===== src/hw/rtl/wrp_pkg.sv =====
package wrp_pkg;

  localparam int unsigned QUEUE_DEPTH_DEF = 2;

  localparam logic [3:0]  EXP_CH_RESET   = 4'd2;
  localparam logic [31:0] EXP_RATE_RESET = 32'd48000;

  // magic words, first byte in the low lane
  localparam logic [31:0] MAGIC_RIFF = 32'h4646_4952;
  localparam logic [31:0] MAGIC_WAVE = 32'h4556_4157;
  localparam logic [31:0] ID_FMT     = 32'h2074_6D66;
  localparam logic [31:0] ID_DATA    = 32'h6174_6164;

  localparam logic [31:0] FMT_MIN_SIZE = 32'd16;
  localparam logic [15:0] FMT_TAG_PCM  = 16'd1;
  localparam logic [15:0] BITS_16      = 16'd16;

  localparam logic [2:0] ST_OK       = 3'd0;
  localparam logic [2:0] ST_SIZE     = 3'd1;
  localparam logic [2:0] ST_MAGIC    = 3'd2;
  localparam logic [2:0] ST_NO_DATA  = 3'd3;
  localparam logic [2:0] ST_NOT_PCM  = 3'd4;
  localparam logic [2:0] ST_CHANNELS = 3'd5;
  localparam logic [2:0] ST_RATE     = 3'd6;
  localparam logic [2:0] ST_BITS     = 3'd7;

  localparam logic CFG_IDX_CHANNELS = 1'b0;
  localparam logic CFG_IDX_RATE     = 1'b1;

  // one verdict as it travels from the parser to the divider
  typedef struct packed {
    logic [2:0]  status;
    logic [31:0] data_offset;
    logic [31:0] data_size;
    logic [15:0] fmt_tag;
    logic [15:0] fmt_channels;
    logic [31:0] fmt_rate_hz;
    logic [15:0] sample_bits;
    logic        size_warning;
    logic [3:0]  divisor;
  } wrp_result_t;

endpackage


===== src/hw/rtl/wrp_front.sv =====
module wrp_front (
  input  logic                clk,
  input  logic                rst_n,
  input  logic                in_valid,
  output logic                in_ready,
  input  logic [7:0]          in_file_byte,
  input  logic                in_last_byte,
  input  logic [3:0]          exp_channels,
  input  logic [31:0]         exp_rate_hz,
  input  logic                q_full,
  output logic                q_push,
  output wrp_pkg::wrp_result_t q_push_data
);
  import wrp_pkg::*;

  typedef enum logic [4:0] {
    PH_RIFF = 5'b00001,
    PH_HDR  = 5'b00010,
    PH_BODY = 5'b00100,
    PH_PAD  = 5'b01000,
    PH_STOP = 5'b10000
  } phase_t;

  typedef enum logic [1:0] {
    KIND_OTHER = 2'd0,
    KIND_FMT   = 2'd1,
    KIND_DATA  = 2'd2
  } kind_t;

  logic [31:0] pos_r, pos_nxt;
  phase_t      phase_r, phase_nxt;
  logic [55:0] hdr_r, hdr_nxt;
  logic [3:0]  hcnt_r, hcnt_nxt;
  logic [31:0] rem_r, rem_nxt;
  kind_t       kind_r, kind_nxt;
  logic        pad_r, pad_nxt;
  logic [4:0]  foff_r, foff_nxt;
  logic [15:0] tag_r, tag_nxt;
  logic [15:0] chans_r, chans_nxt;
  logic [15:0] bits_r, bits_nxt;
  logic [31:0] rate_r, rate_nxt;
  logic [31:0] foffset_r, foffset_nxt;
  logic [31:0] fsize_r, fsize_nxt;
  logic [2:0]  err_r, err_nxt;
  logic        mbad_r, mbad_nxt;

  logic        accept;
  logic [31:0] hdr_id;
  logic [31:0] hdr_size;
  logic        mismatch;
  logic [2:0]  status;

  assign in_ready = !q_full;
  assign accept   = in_valid && !q_full;
  assign hdr_id   = hdr_r[31:0];
  assign hdr_size = {in_file_byte, hdr_r[55:32]};

  always_comb begin
    mismatch = 1'b0;
    if (hcnt_r < 4'd4) begin
      mismatch = in_file_byte != MAGIC_RIFF[hcnt_r[1:0]*8 +: 8];
    end else if (hcnt_r >= 4'd8) begin
      mismatch = in_file_byte != MAGIC_WAVE[hcnt_r[1:0]*8 +: 8];
    end
  end

  always_comb begin
    pos_nxt     = pos_r;
    phase_nxt   = phase_r;
    hdr_nxt     = hdr_r;
    hcnt_nxt    = hcnt_r;
    rem_nxt     = rem_r;
    kind_nxt    = kind_r;
    pad_nxt     = pad_r;
    foff_nxt    = foff_r;
    tag_nxt     = tag_r;
    chans_nxt   = chans_r;
    bits_nxt    = bits_r;
    rate_nxt    = rate_r;
    foffset_nxt = foffset_r;
    fsize_nxt   = fsize_r;
    err_nxt     = err_r;
    mbad_nxt    = mbad_r;
    status      = ST_OK;
    q_push      = 1'b0;

    if (accept) begin
      pos_nxt = pos_r + 32'd1;
      unique case (phase_r)
        PH_RIFF: begin
          mbad_nxt = mbad_r | mismatch;
          hcnt_nxt = hcnt_r + 4'd1;
          if (hcnt_r == 4'd11) begin
            hcnt_nxt = 4'd0;
            if (mbad_nxt) begin
              err_nxt   = ST_MAGIC;
              phase_nxt = PH_STOP;
            end else begin
              phase_nxt = PH_HDR;
            end
          end
        end
        PH_HDR: begin
          for (int i = 0; i < 7; i++) begin
            if (hcnt_r[2:0] == 3'(i)) begin
              hdr_nxt[i*8 +: 8] = in_file_byte;
            end
          end
          hcnt_nxt = hcnt_r + 4'd1;
          if (hcnt_r == 4'd7) begin
            hdr_nxt  = '0;
            hcnt_nxt = 4'd0;
            rem_nxt  = hdr_size;
            pad_nxt  = hdr_size[0];
            foff_nxt = 5'd0;
            kind_nxt = KIND_OTHER;
            if (hdr_size != 32'd0) begin
              phase_nxt = PH_BODY;
            end else begin
              phase_nxt = PH_HDR;
            end
            if (hdr_id == ID_FMT) begin
              if (hdr_size < FMT_MIN_SIZE) begin
                err_nxt   = ST_SIZE;
                phase_nxt = PH_STOP;
              end else begin
                kind_nxt = KIND_FMT;
              end
            end else if (hdr_id == ID_DATA) begin
              kind_nxt    = KIND_DATA;
              foffset_nxt = pos_r + 32'd1;
              fsize_nxt   = hdr_size;
            end
          end
        end
        PH_BODY: begin
          if (kind_r == KIND_FMT && foff_r < 5'd16) begin
            unique case (foff_r)
              5'd0:    tag_nxt[7:0]    = in_file_byte;
              5'd1:    tag_nxt[15:8]   = in_file_byte;
              5'd2:    chans_nxt[7:0]  = in_file_byte;
              5'd3:    chans_nxt[15:8] = in_file_byte;
              5'd4:    rate_nxt[7:0]   = in_file_byte;
              5'd5:    rate_nxt[15:8]  = in_file_byte;
              5'd6:    rate_nxt[23:16] = in_file_byte;
              5'd7:    rate_nxt[31:24] = in_file_byte;
              5'd14:   bits_nxt[7:0]   = in_file_byte;
              5'd15:   bits_nxt[15:8]  = in_file_byte;
              default: ;
            endcase
            foff_nxt = foff_r + 5'd1;
          end
          if (rem_r != 32'd0) begin
            rem_nxt = rem_r - 32'd1;
          end
          if (rem_nxt == 32'd0) begin
            phase_nxt = pad_r ? PH_PAD : PH_HDR;
          end
        end
        PH_PAD:  phase_nxt = PH_HDR;
        PH_STOP: ;
        default: ;
      endcase

      // verdict on the final word, from the state it leaves behind
      priority if (err_nxt != ST_OK)                          status = err_nxt;
      else if (phase_nxt == PH_RIFF)                          status = ST_SIZE;
      else if (phase_nxt == PH_BODY && rem_nxt != 32'd0)      status = ST_SIZE;
      else if (fsize_nxt == 32'd0)                            status = ST_NO_DATA;
      else if (tag_nxt != FMT_TAG_PCM)                        status = ST_NOT_PCM;
      else if (chans_nxt != {12'd0, exp_channels})            status = ST_CHANNELS;
      else if (rate_nxt != exp_rate_hz)                       status = ST_RATE;
      else if (bits_nxt != BITS_16)                           status = ST_BITS;
      else                                                    status = ST_OK;

      if (in_last_byte) begin
        q_push = 1'b1;
      end
    end
  end

  always_comb begin
    q_push_data.status       = status;
    q_push_data.data_offset  = foffset_nxt;
    q_push_data.data_size    = fsize_nxt;
    q_push_data.fmt_tag      = tag_nxt;
    q_push_data.fmt_channels = chans_nxt;
    q_push_data.fmt_rate_hz  = rate_nxt;
    q_push_data.sample_bits  = bits_nxt;
    q_push_data.size_warning = fsize_nxt[1:0] != 2'd0;
    q_push_data.divisor      = exp_channels;
  end

  always_ff @(posedge clk) begin
    if (!rst_n || q_push) begin
      pos_r     <= '0;
      phase_r   <= PH_RIFF;
      hdr_r     <= '0;
      hcnt_r    <= '0;
      rem_r     <= '0;
      kind_r    <= KIND_OTHER;
      pad_r     <= 1'b0;
      foff_r    <= '0;
      tag_r     <= '0;
      chans_r   <= '0;
      bits_r    <= '0;
      rate_r    <= '0;
      foffset_r <= '0;
      fsize_r   <= '0;
      err_r     <= ST_OK;
      mbad_r    <= 1'b0;
    end else begin
      pos_r     <= pos_nxt;
      phase_r   <= phase_nxt;
      hdr_r     <= hdr_nxt;
      hcnt_r    <= hcnt_nxt;
      rem_r     <= rem_nxt;
      kind_r    <= kind_nxt;
      pad_r     <= pad_nxt;
      foff_r    <= foff_nxt;
      tag_r     <= tag_nxt;
      chans_r   <= chans_nxt;
      bits_r    <= bits_nxt;
      rate_r    <= rate_nxt;
      foffset_r <= foffset_nxt;
      fsize_r   <= fsize_nxt;
      err_r     <= err_nxt;
      mbad_r    <= mbad_nxt;
    end
  end

endmodule


===== src/hw/rtl/wrp_queue.sv =====
module wrp_queue #(
  parameter int unsigned DEPTH = wrp_pkg::QUEUE_DEPTH_DEF
) (
  input  logic                clk,
  input  logic                rst_n,
  input  logic                push,
  input  wrp_pkg::wrp_result_t push_data,
  output logic                full,
  input  logic                pop,
  output wrp_pkg::wrp_result_t pop_data,
  output logic                empty
);
  import wrp_pkg::*;

  localparam int unsigned PTR_W = $clog2(DEPTH);
  localparam int unsigned CNT_W = $clog2(DEPTH + 1);

  wrp_result_t      slot_r [DEPTH];
  logic [PTR_W-1:0] wptr_r, wptr_nxt;
  logic [PTR_W-1:0] rptr_r, rptr_nxt;
  logic [CNT_W-1:0] cnt_r, cnt_nxt;
  logic             do_push;
  logic             do_pop;

  assign full     = cnt_r == CNT_W'(DEPTH);
  assign empty    = cnt_r == '0;
  assign do_push  = push && !full;
  assign do_pop   = pop && !empty;
  assign pop_data = slot_r[rptr_r];

  always_comb begin
    wptr_nxt = wptr_r;
    rptr_nxt = rptr_r;
    cnt_nxt  = cnt_r;
    if (do_push) begin
      wptr_nxt = (wptr_r == PTR_W'(DEPTH - 1)) ? '0 : wptr_r + PTR_W'(1);
    end
    if (do_pop) begin
      rptr_nxt = (rptr_r == PTR_W'(DEPTH - 1)) ? '0 : rptr_r + PTR_W'(1);
    end
    unique case ({do_push, do_pop})
      2'b10:   cnt_nxt = cnt_r + CNT_W'(1);
      2'b01:   cnt_nxt = cnt_r - CNT_W'(1);
      default: cnt_nxt = cnt_r;
    endcase
  end

  always_ff @(posedge clk) begin
    if (!rst_n) begin
      wptr_r <= '0;
      rptr_r <= '0;
      cnt_r  <= '0;
    end else begin
      wptr_r <= wptr_nxt;
      rptr_r <= rptr_nxt;
      cnt_r  <= cnt_nxt;
    end
  end

  always_ff @(posedge clk) begin
    if (do_push) begin
      slot_r[wptr_r] <= push_data;
    end
  end

endmodule


===== src/hw/rtl/wrp_back.sv =====
module wrp_back (
  input  logic                clk,
  input  logic                rst_n,
  input  logic                q_empty,
  output logic                q_pop,
  input  wrp_pkg::wrp_result_t q_data,
  output logic                out_valid,
  input  logic                out_ready,
  output logic [2:0]          out_status,
  output logic [31:0]         out_data_offset,
  output logic [31:0]         out_data_size,
  output logic [30:0]         out_frames,
  output logic [15:0]         out_fmt_tag,
  output logic [15:0]         out_fmt_channels,
  output logic [31:0]         out_fmt_rate_hz,
  output logic [15:0]         out_sample_bits,
  output logic                out_size_warning
);
  import wrp_pkg::*;

  typedef enum logic [2:0] {
    BK_IDLE = 3'b001,
    BK_DIV  = 3'b010,
    BK_HOLD = 3'b100
  } back_state_t;

  back_state_t state_r, state_nxt;
  wrp_result_t res_r, res_nxt;
  logic [30:0] dvd_r, dvd_nxt;
  logic [3:0]  rem_r, rem_nxt;
  logic [4:0]  step_r, step_nxt;

  logic [4:0]  rem_sh;
  logic        qbit;

  // size / (2*ch) == (size >> 1) / ch, one quotient bit per cycle
  assign rem_sh = {rem_r, dvd_r[30]};
  assign qbit   = rem_sh >= {1'b0, res_r.divisor};

  always_comb begin
    state_nxt = state_r;
    res_nxt   = res_r;
    dvd_nxt   = dvd_r;
    rem_nxt   = rem_r;
    step_nxt  = step_r;
    q_pop     = 1'b0;
    unique case (state_r)
      BK_IDLE: begin
        if (!q_empty) begin
          q_pop    = 1'b1;
          res_nxt  = q_data;
          dvd_nxt  = q_data.data_size[31:1];
          rem_nxt  = 4'd0;
          step_nxt = 5'd0;
          if (q_data.divisor == 4'd0) begin
            dvd_nxt   = '0;
            state_nxt = BK_HOLD;
          end else begin
            state_nxt = BK_DIV;
          end
        end
      end
      BK_DIV: begin
        rem_nxt  = qbit ? 4'(rem_sh - {1'b0, res_r.divisor}) : rem_sh[3:0];
        dvd_nxt  = {dvd_r[29:0], qbit};
        step_nxt = step_r + 5'd1;
        if (step_r == 5'd30) begin
          state_nxt = BK_HOLD;
        end
      end
      BK_HOLD: begin
        if (out_ready) begin
          state_nxt = BK_IDLE;
        end
      end
      default: state_nxt = BK_IDLE;
    endcase
  end

  always_ff @(posedge clk) begin
    if (!rst_n) begin
      state_r <= BK_IDLE;
    end else begin
      state_r <= state_nxt;
    end
  end

  always_ff @(posedge clk) begin
    res_r  <= res_nxt;
    dvd_r  <= dvd_nxt;
    rem_r  <= rem_nxt;
    step_r <= step_nxt;
  end

  assign out_valid        = state_r == BK_HOLD;
  assign out_status       = res_r.status;
  assign out_data_offset  = res_r.data_offset;
  assign out_data_size    = res_r.data_size;
  assign out_frames       = dvd_r;
  assign out_fmt_tag      = res_r.fmt_tag;
  assign out_fmt_channels = res_r.fmt_channels;
  assign out_fmt_rate_hz  = res_r.fmt_rate_hz;
  assign out_sample_bits  = res_r.sample_bits;
  assign out_size_warning = res_r.size_warning;

endmodule


===== src/hw/rtl/wav_riff_header_parser.sv =====
// channel   direction  handshake          payload
// in        input      in_valid/in_ready  file_byte[7:0], last_byte
// out       output     out_valid/out_ready status, offsets, fmt fields, frames
// cfg       input      apb psel/penable   expected_channels @0x0, expected_rate_hz @0x4
//
// one file byte is taken every cycle while the verdict queue has room
// with the back end idle a verdict leaves the queue after its last byte is taken,
// passes through the bit-serial frames divider and then shows on out_valid; with
// channels 0 it skips the divider
// reset is synchronous, active low: parse state and queue clear, the back end
// returns to idle, registers return to 2 channels and 48000 Hz
// out_ready low holds the verdict; later verdicts wait in the queue and
// in_ready drops only when the queue is full
module wav_riff_header_parser #(
  parameter int unsigned QUEUE_DEPTH = wrp_pkg::QUEUE_DEPTH_DEF
) (
  input  logic        clk,
  input  logic        rst_n,
  input  logic        in_valid,
  output logic        in_ready,
  input  logic [7:0]  in_file_byte,
  input  logic        in_last_byte,
  output logic        out_valid,
  input  logic        out_ready,
  output logic [2:0]  out_status,
  output logic [31:0] out_data_offset,
  output logic [31:0] out_data_size,
  output logic [30:0] out_frames,
  output logic [15:0] out_fmt_tag,
  output logic [15:0] out_fmt_channels,
  output logic [31:0] out_fmt_rate_hz,
  output logic [15:0] out_sample_bits,
  output logic        out_size_warning,
  input  logic        psel,
  input  logic        penable,
  input  logic        pwrite,
  input  logic [2:0]  paddr,
  input  logic [31:0] pwdata,
  output logic [31:0] prdata,
  output logic        pready
);
  import wrp_pkg::*;

  logic [3:0]  exp_ch_r;
  logic [31:0] exp_rate_r;
  logic        cfg_wr;

  wrp_result_t push_data;
  wrp_result_t pop_data;
  logic        push;
  logic        pop;
  logic        full;
  logic        empty;

  assign pready = 1'b1;
  assign cfg_wr = psel && penable && pwrite;

  always_ff @(posedge clk) begin
    if (!rst_n) begin
      exp_ch_r   <= EXP_CH_RESET;
      exp_rate_r <= EXP_RATE_RESET;
    end else if (cfg_wr) begin
      unique case (paddr[2])
        CFG_IDX_CHANNELS: exp_ch_r   <= pwdata[3:0];
        CFG_IDX_RATE:     exp_rate_r <= pwdata;
        default: ;
      endcase
    end
  end

  always_comb begin
    unique case (paddr[2])
      CFG_IDX_CHANNELS: prdata = {28'd0, exp_ch_r};
      CFG_IDX_RATE:     prdata = exp_rate_r;
      default:          prdata = '0;
    endcase
  end

  wrp_front u_front (
    .clk          (clk),
    .rst_n        (rst_n),
    .in_valid     (in_valid),
    .in_ready     (in_ready),
    .in_file_byte (in_file_byte),
    .in_last_byte (in_last_byte),
    .exp_channels (exp_ch_r),
    .exp_rate_hz  (exp_rate_r),
    .q_full       (full),
    .q_push       (push),
    .q_push_data  (push_data)
  );

  wrp_queue #(
    .DEPTH (QUEUE_DEPTH)
  ) u_queue (
    .clk       (clk),
    .rst_n     (rst_n),
    .push      (push),
    .push_data (push_data),
    .full      (full),
    .pop       (pop),
    .pop_data  (pop_data),
    .empty     (empty)
  );

  wrp_back u_back (
    .clk              (clk),
    .rst_n            (rst_n),
    .q_empty          (empty),
    .q_pop            (pop),
    .q_data           (pop_data),
    .out_valid        (out_valid),
    .out_ready        (out_ready),
    .out_status       (out_status),
    .out_data_offset  (out_data_offset),
    .out_data_size    (out_data_size),
    .out_frames       (out_frames),
    .out_fmt_tag      (out_fmt_tag),
    .out_fmt_channels (out_fmt_channels),
    .out_fmt_rate_hz  (out_fmt_rate_hz),
    .out_sample_bits  (out_sample_bits),
    .out_size_warning (out_size_warning)
  );

endmodule


===== config.mk =====
export PLATFORM = sky130hd
export DESIGN_NAME = wav_riff_header_parser
export DESIGN_NICKNAME = d
export VERILOG_FILES = /design/src/hw/rtl/wrp_pkg.sv /design/src/hw/rtl/wrp_front.sv /design/src/hw/rtl/wrp_queue.sv /design/src/hw/rtl/wrp_back.sv /design/src/hw/rtl/wav_riff_header_parser.sv
export SDC_FILE = /design/constraint.sdc
export NUM_CORES = 1
export LEC_CHECK = 0
export BUFFER_PORTS_ARGS = -buffer_cell sky130_fd_sc_hd__clkbuf_2
export CORE_ASPECT_RATIO = 1.4
export CORE_MARGIN = 4
export CORE_UTILIZATION = 30
export DETAILED_ROUTE_END_ITERATION = 16
export PLACE_DENSITY = 0.46
export REMOVE_ABC_BUFFERS = 1
export SETUP_SLACK_MARGIN = 0.05
export SKIP_CTS_REPAIR_TIMING = 1
export SLEW_MARGIN = 10
export SYNTH_ARGS = -nofsm -noshare
export SYNTH_HDL_FRONTEND = slang
export SYNTH_SLANG_ARGS = --single-unit
export TNS_END_PERCENT = 20

===== constraint.sdc =====
create_clock -name clk -period 26.3 [get_ports clk]
set_input_delay 5.26 -clock clk [delete_from_list [all_inputs] [get_ports clk]]
set_output_delay 5.26 -clock clk [all_outputs]
set_load 0.005 [all_outputs]

==> results.toml <==
[clock_tree]
cts_max_path_buffers = 3
cts.clk_slew.worst_paths_ns = 0.07
clkLatencyLatePin_ns = 0.68
cts_tree = "done"
cts-htree-levels = 3
cts.sinks = 825
cts_buffers = 89
root_buffer = "clkbuf_16"

[timing]
drv_slew = 0
skew_ns = 0.03289
max-slew-margin-rel_pct = 28.05
worst_slack_ns = 14.69
hold_violations = 0
tns_ns = 0
finalSetupViolations = 0
min_period_ns = 11.61
tightest_slew_ns = 1.077
fin_crit_sh_pct = 44.13
rsz0062_at_grt = "no"
fmax_mhz = 86.15

[grt]
grt_pass1_vias = 22472
antenna_found_initial = 3
grt_max_degree = 123
grt-ovfl-total = 0
grt_pass1_wl_um = 144600
track_usage_pct = 15.19

[yosys]
synthMuxAreaShare_pct = 9.261
synth-simple-area-share_pct = 14.17
synth_compound_area_share_pct = 6.959
synth_area_um2 = 35490
yosys_warnings = 0
synthTopCellsByArea = "edfxtp_1, dfxtp_1, mux2_2"
synth_top_family_by_area = "simple AND/OR/NAND/NOR gates"
synth-seq-cells = 825
synth_top_area_cell = "edfxtp_1"
synth_cell_type_count = 81
synth_top_area_share_pct = 41.97
async_reset_ff_share_pct = 0
synthAdderAreaFrac_pct = 0.7262
syn_area_per_cell_um2 = 11.67
ys.flop_type = "edfxtp_1"
synth_xor_area_share_pct = 2.863
synth_edf_count = 496
seq_area_frac_synth_pct = 60.52
synthCells = 3042

[power]
vdd_ir_drop_max_v = 0.00009764
pwr_density_cell_nw_per_um2 = 87.67
p_leak_nw = 14.45
intPower_mw = 2.531
switching_share_pct = 28.39
p_sw_mw = 1.003
p_comb_share_pct = 16.8
pwr-share-seq_pct = 47.5
pwr-share-clk_pct = 35.7

[flow_run]
cap_violations = 0

[placed_design]
placed_area_um2 = 37370
hpwl_um = 61970
gp_congestion = 0.8592
dp_slack_ns = 14.69
io_buffers = 261

[final_layout]
drive_gt1_share_pct = 22.76
final_common_cell = "edfxtp_1"
fill_cells = 11813
final_nets = 3184
final_cell_mix = "edfxtp_1, nor2_1, dfxtp_1, clkbuf_2, mux2_2"
design_area_um2 = 40310
utilization_pct = 34.27
area_delta_synth_final_pct = 13.58

[detailed_routing]
routed_wl_um = 95970
ant_nets = 0
initialDrtViolationCount = 1276
first_pass_iters = 9
via_per_inst = 4.698
wl_per_cell_um = 20.10
dr_total_vias = 22436
drcViolationCount = 0

[critical_path]
worstPathArrival_ns = 6.35
crit_fanout = 35
worstSetupPathType = "in2out"
required_ns = 21.04
r2r_slack_ns = 21.49
worstSetupStartpointType = "primary input"
critPathCaptureType = "primary output"

[floorplan]
core.rowCount = 149
initial_core_util_pct = 30.17
die-area_um2 = 124000
die_h_um = 415.0
core_area_um2 = 117600
die_x_um = 298.7
ios = 265

[worst_hold_path]
min_path_type = "reg2reg"

[run_status]
status = "complete, no violations"
==> layout make-up <==
cell class | count | area (µm²) | area share (%)
antenna | 1 | 2.502 | 0.006208
clock buffer | 121 | 2542 | 6.307
clock inverter | 47 | 399.1 | 0.9901
inverter | 45 | 168.9 | 0.4190
multi-input combinational | 1854 | 12120 | 30.07
sequential | 825 | 21480 | 53.30
tap | 1585 | 1983 | 4.920
timing repair buffer | 298 | 1609 | 3.992
==> cells in the mapped netlist (19+ instances only) <==
library cell / count
mux2i_1: 46
o21ai_0: 86
mux2_2: 251
xor2_1: 65
dfxtp_1: 329
nor4_1: 49
a21boi_0: 27
a211oi_1: 21
nor2_1: 357
nor3_1: 35
xnor2_1: 51
and2_1: 185
ha_1: 19
a21oi_1: 154
edfxtp_1: 496
buf_4: 149
inv_1: 45
nand2_1: 210
nand3_1: 43
nand4_1: 33
clkbuf_1: 140
==> worst max-delay path, stage by stage <==
cell and delay (ns):
clkbuf_2 0.47, mux2_2 0.46, clkbuf_2 0.14
==> worst paths after layout <==
path                                                    endpoint                            from  cells past startpoint
worst max register to register  u_queue.slot_r[0][118]$_DFFE_PP_  u_front.hcnt_r[1]$_SDFFE_PP0P_                      8
worst min-delay path               u_front.err_r[2]$_SDFFE_PP0P_   u_front.err_r[2]$_SDFFE_PP0P_                      2
worst min register to register     u_front.err_r[2]$_SDFFE_PP0P_   u_front.err_r[2]$_SDFFE_PP0P_                      2
worst max-delay path                                   prdata[0]                        paddr[2]                      3
==> power by group through the flow <==
stage                     Sequential, mW  Clock, mW  Combinational (mW)
after detailed placement            1.71          0               0.613
final                               1.68       1.26               0.595
after floorplan                     1.74          0               0.323
after global placement              1.71          0               0.612
after global routing                1.70       1.36               0.659
after CTS                           1.68       1.31               0.618
==> metal layers <==
metal	share of wire, %	vias up	global-route usage, %
met4	2.2	4	4.534
li1	-	10824	-
met3	3.8	119	2.144
met5	0.026	-	0
met2	51	425	27.33
met1	43	11064	18.86
==> metrics by stage <==
| step | hold WS, ns | total power, mW | instances |
|---|---|---|---|
| final | 0.4750 | 3.534 | 4776 |
| after floorplan | 0.4365 | 2.064 | 2724 |
| after CTS | 0.4756 | 3.611 | 4775 |
| after detailed placement | 0.4652 | 2.324 | 4607 |
| after global placement | 0.4586 | 2.322 | 4607 |
| after global routing | 0.5017 | 3.716 | 4775 |
==> logic make-up (layout without fill, tap and decap cells) <==
| family | Yosys count | count (layout) |
|---|---|---|
| fa+ha+maj | 20 | 20 |
| xor+xnor | 116 | 116 |
| buf+inv | 363 | 511 |
| simple gates | 1023 | 1023 |
| mux | 297 | 297 |
| compound gates | 397 | 397 |
| flops | 825 | 825 |
| other cells | 1 | 2 |
==> registers in the layout, summed over array words and instances, names as in the netlist, 31 cells and up, named ones only <==
signal	flops
u_queue.slot_r	304
u_front.hdr_r	56
exp_rate_r	32
u_back.out_data_offset	32
u_back.out_data_size	32
u_back.out_fmt_rate_hz	32
u_front.foffset_r	32
u_front.fsize_r	32
u_front.pos_r	32
u_front.rate_r	32
u_front.rem_r	32
u_back.out_frames	31
Note: power is estimated with default switching activity, not from simulation.
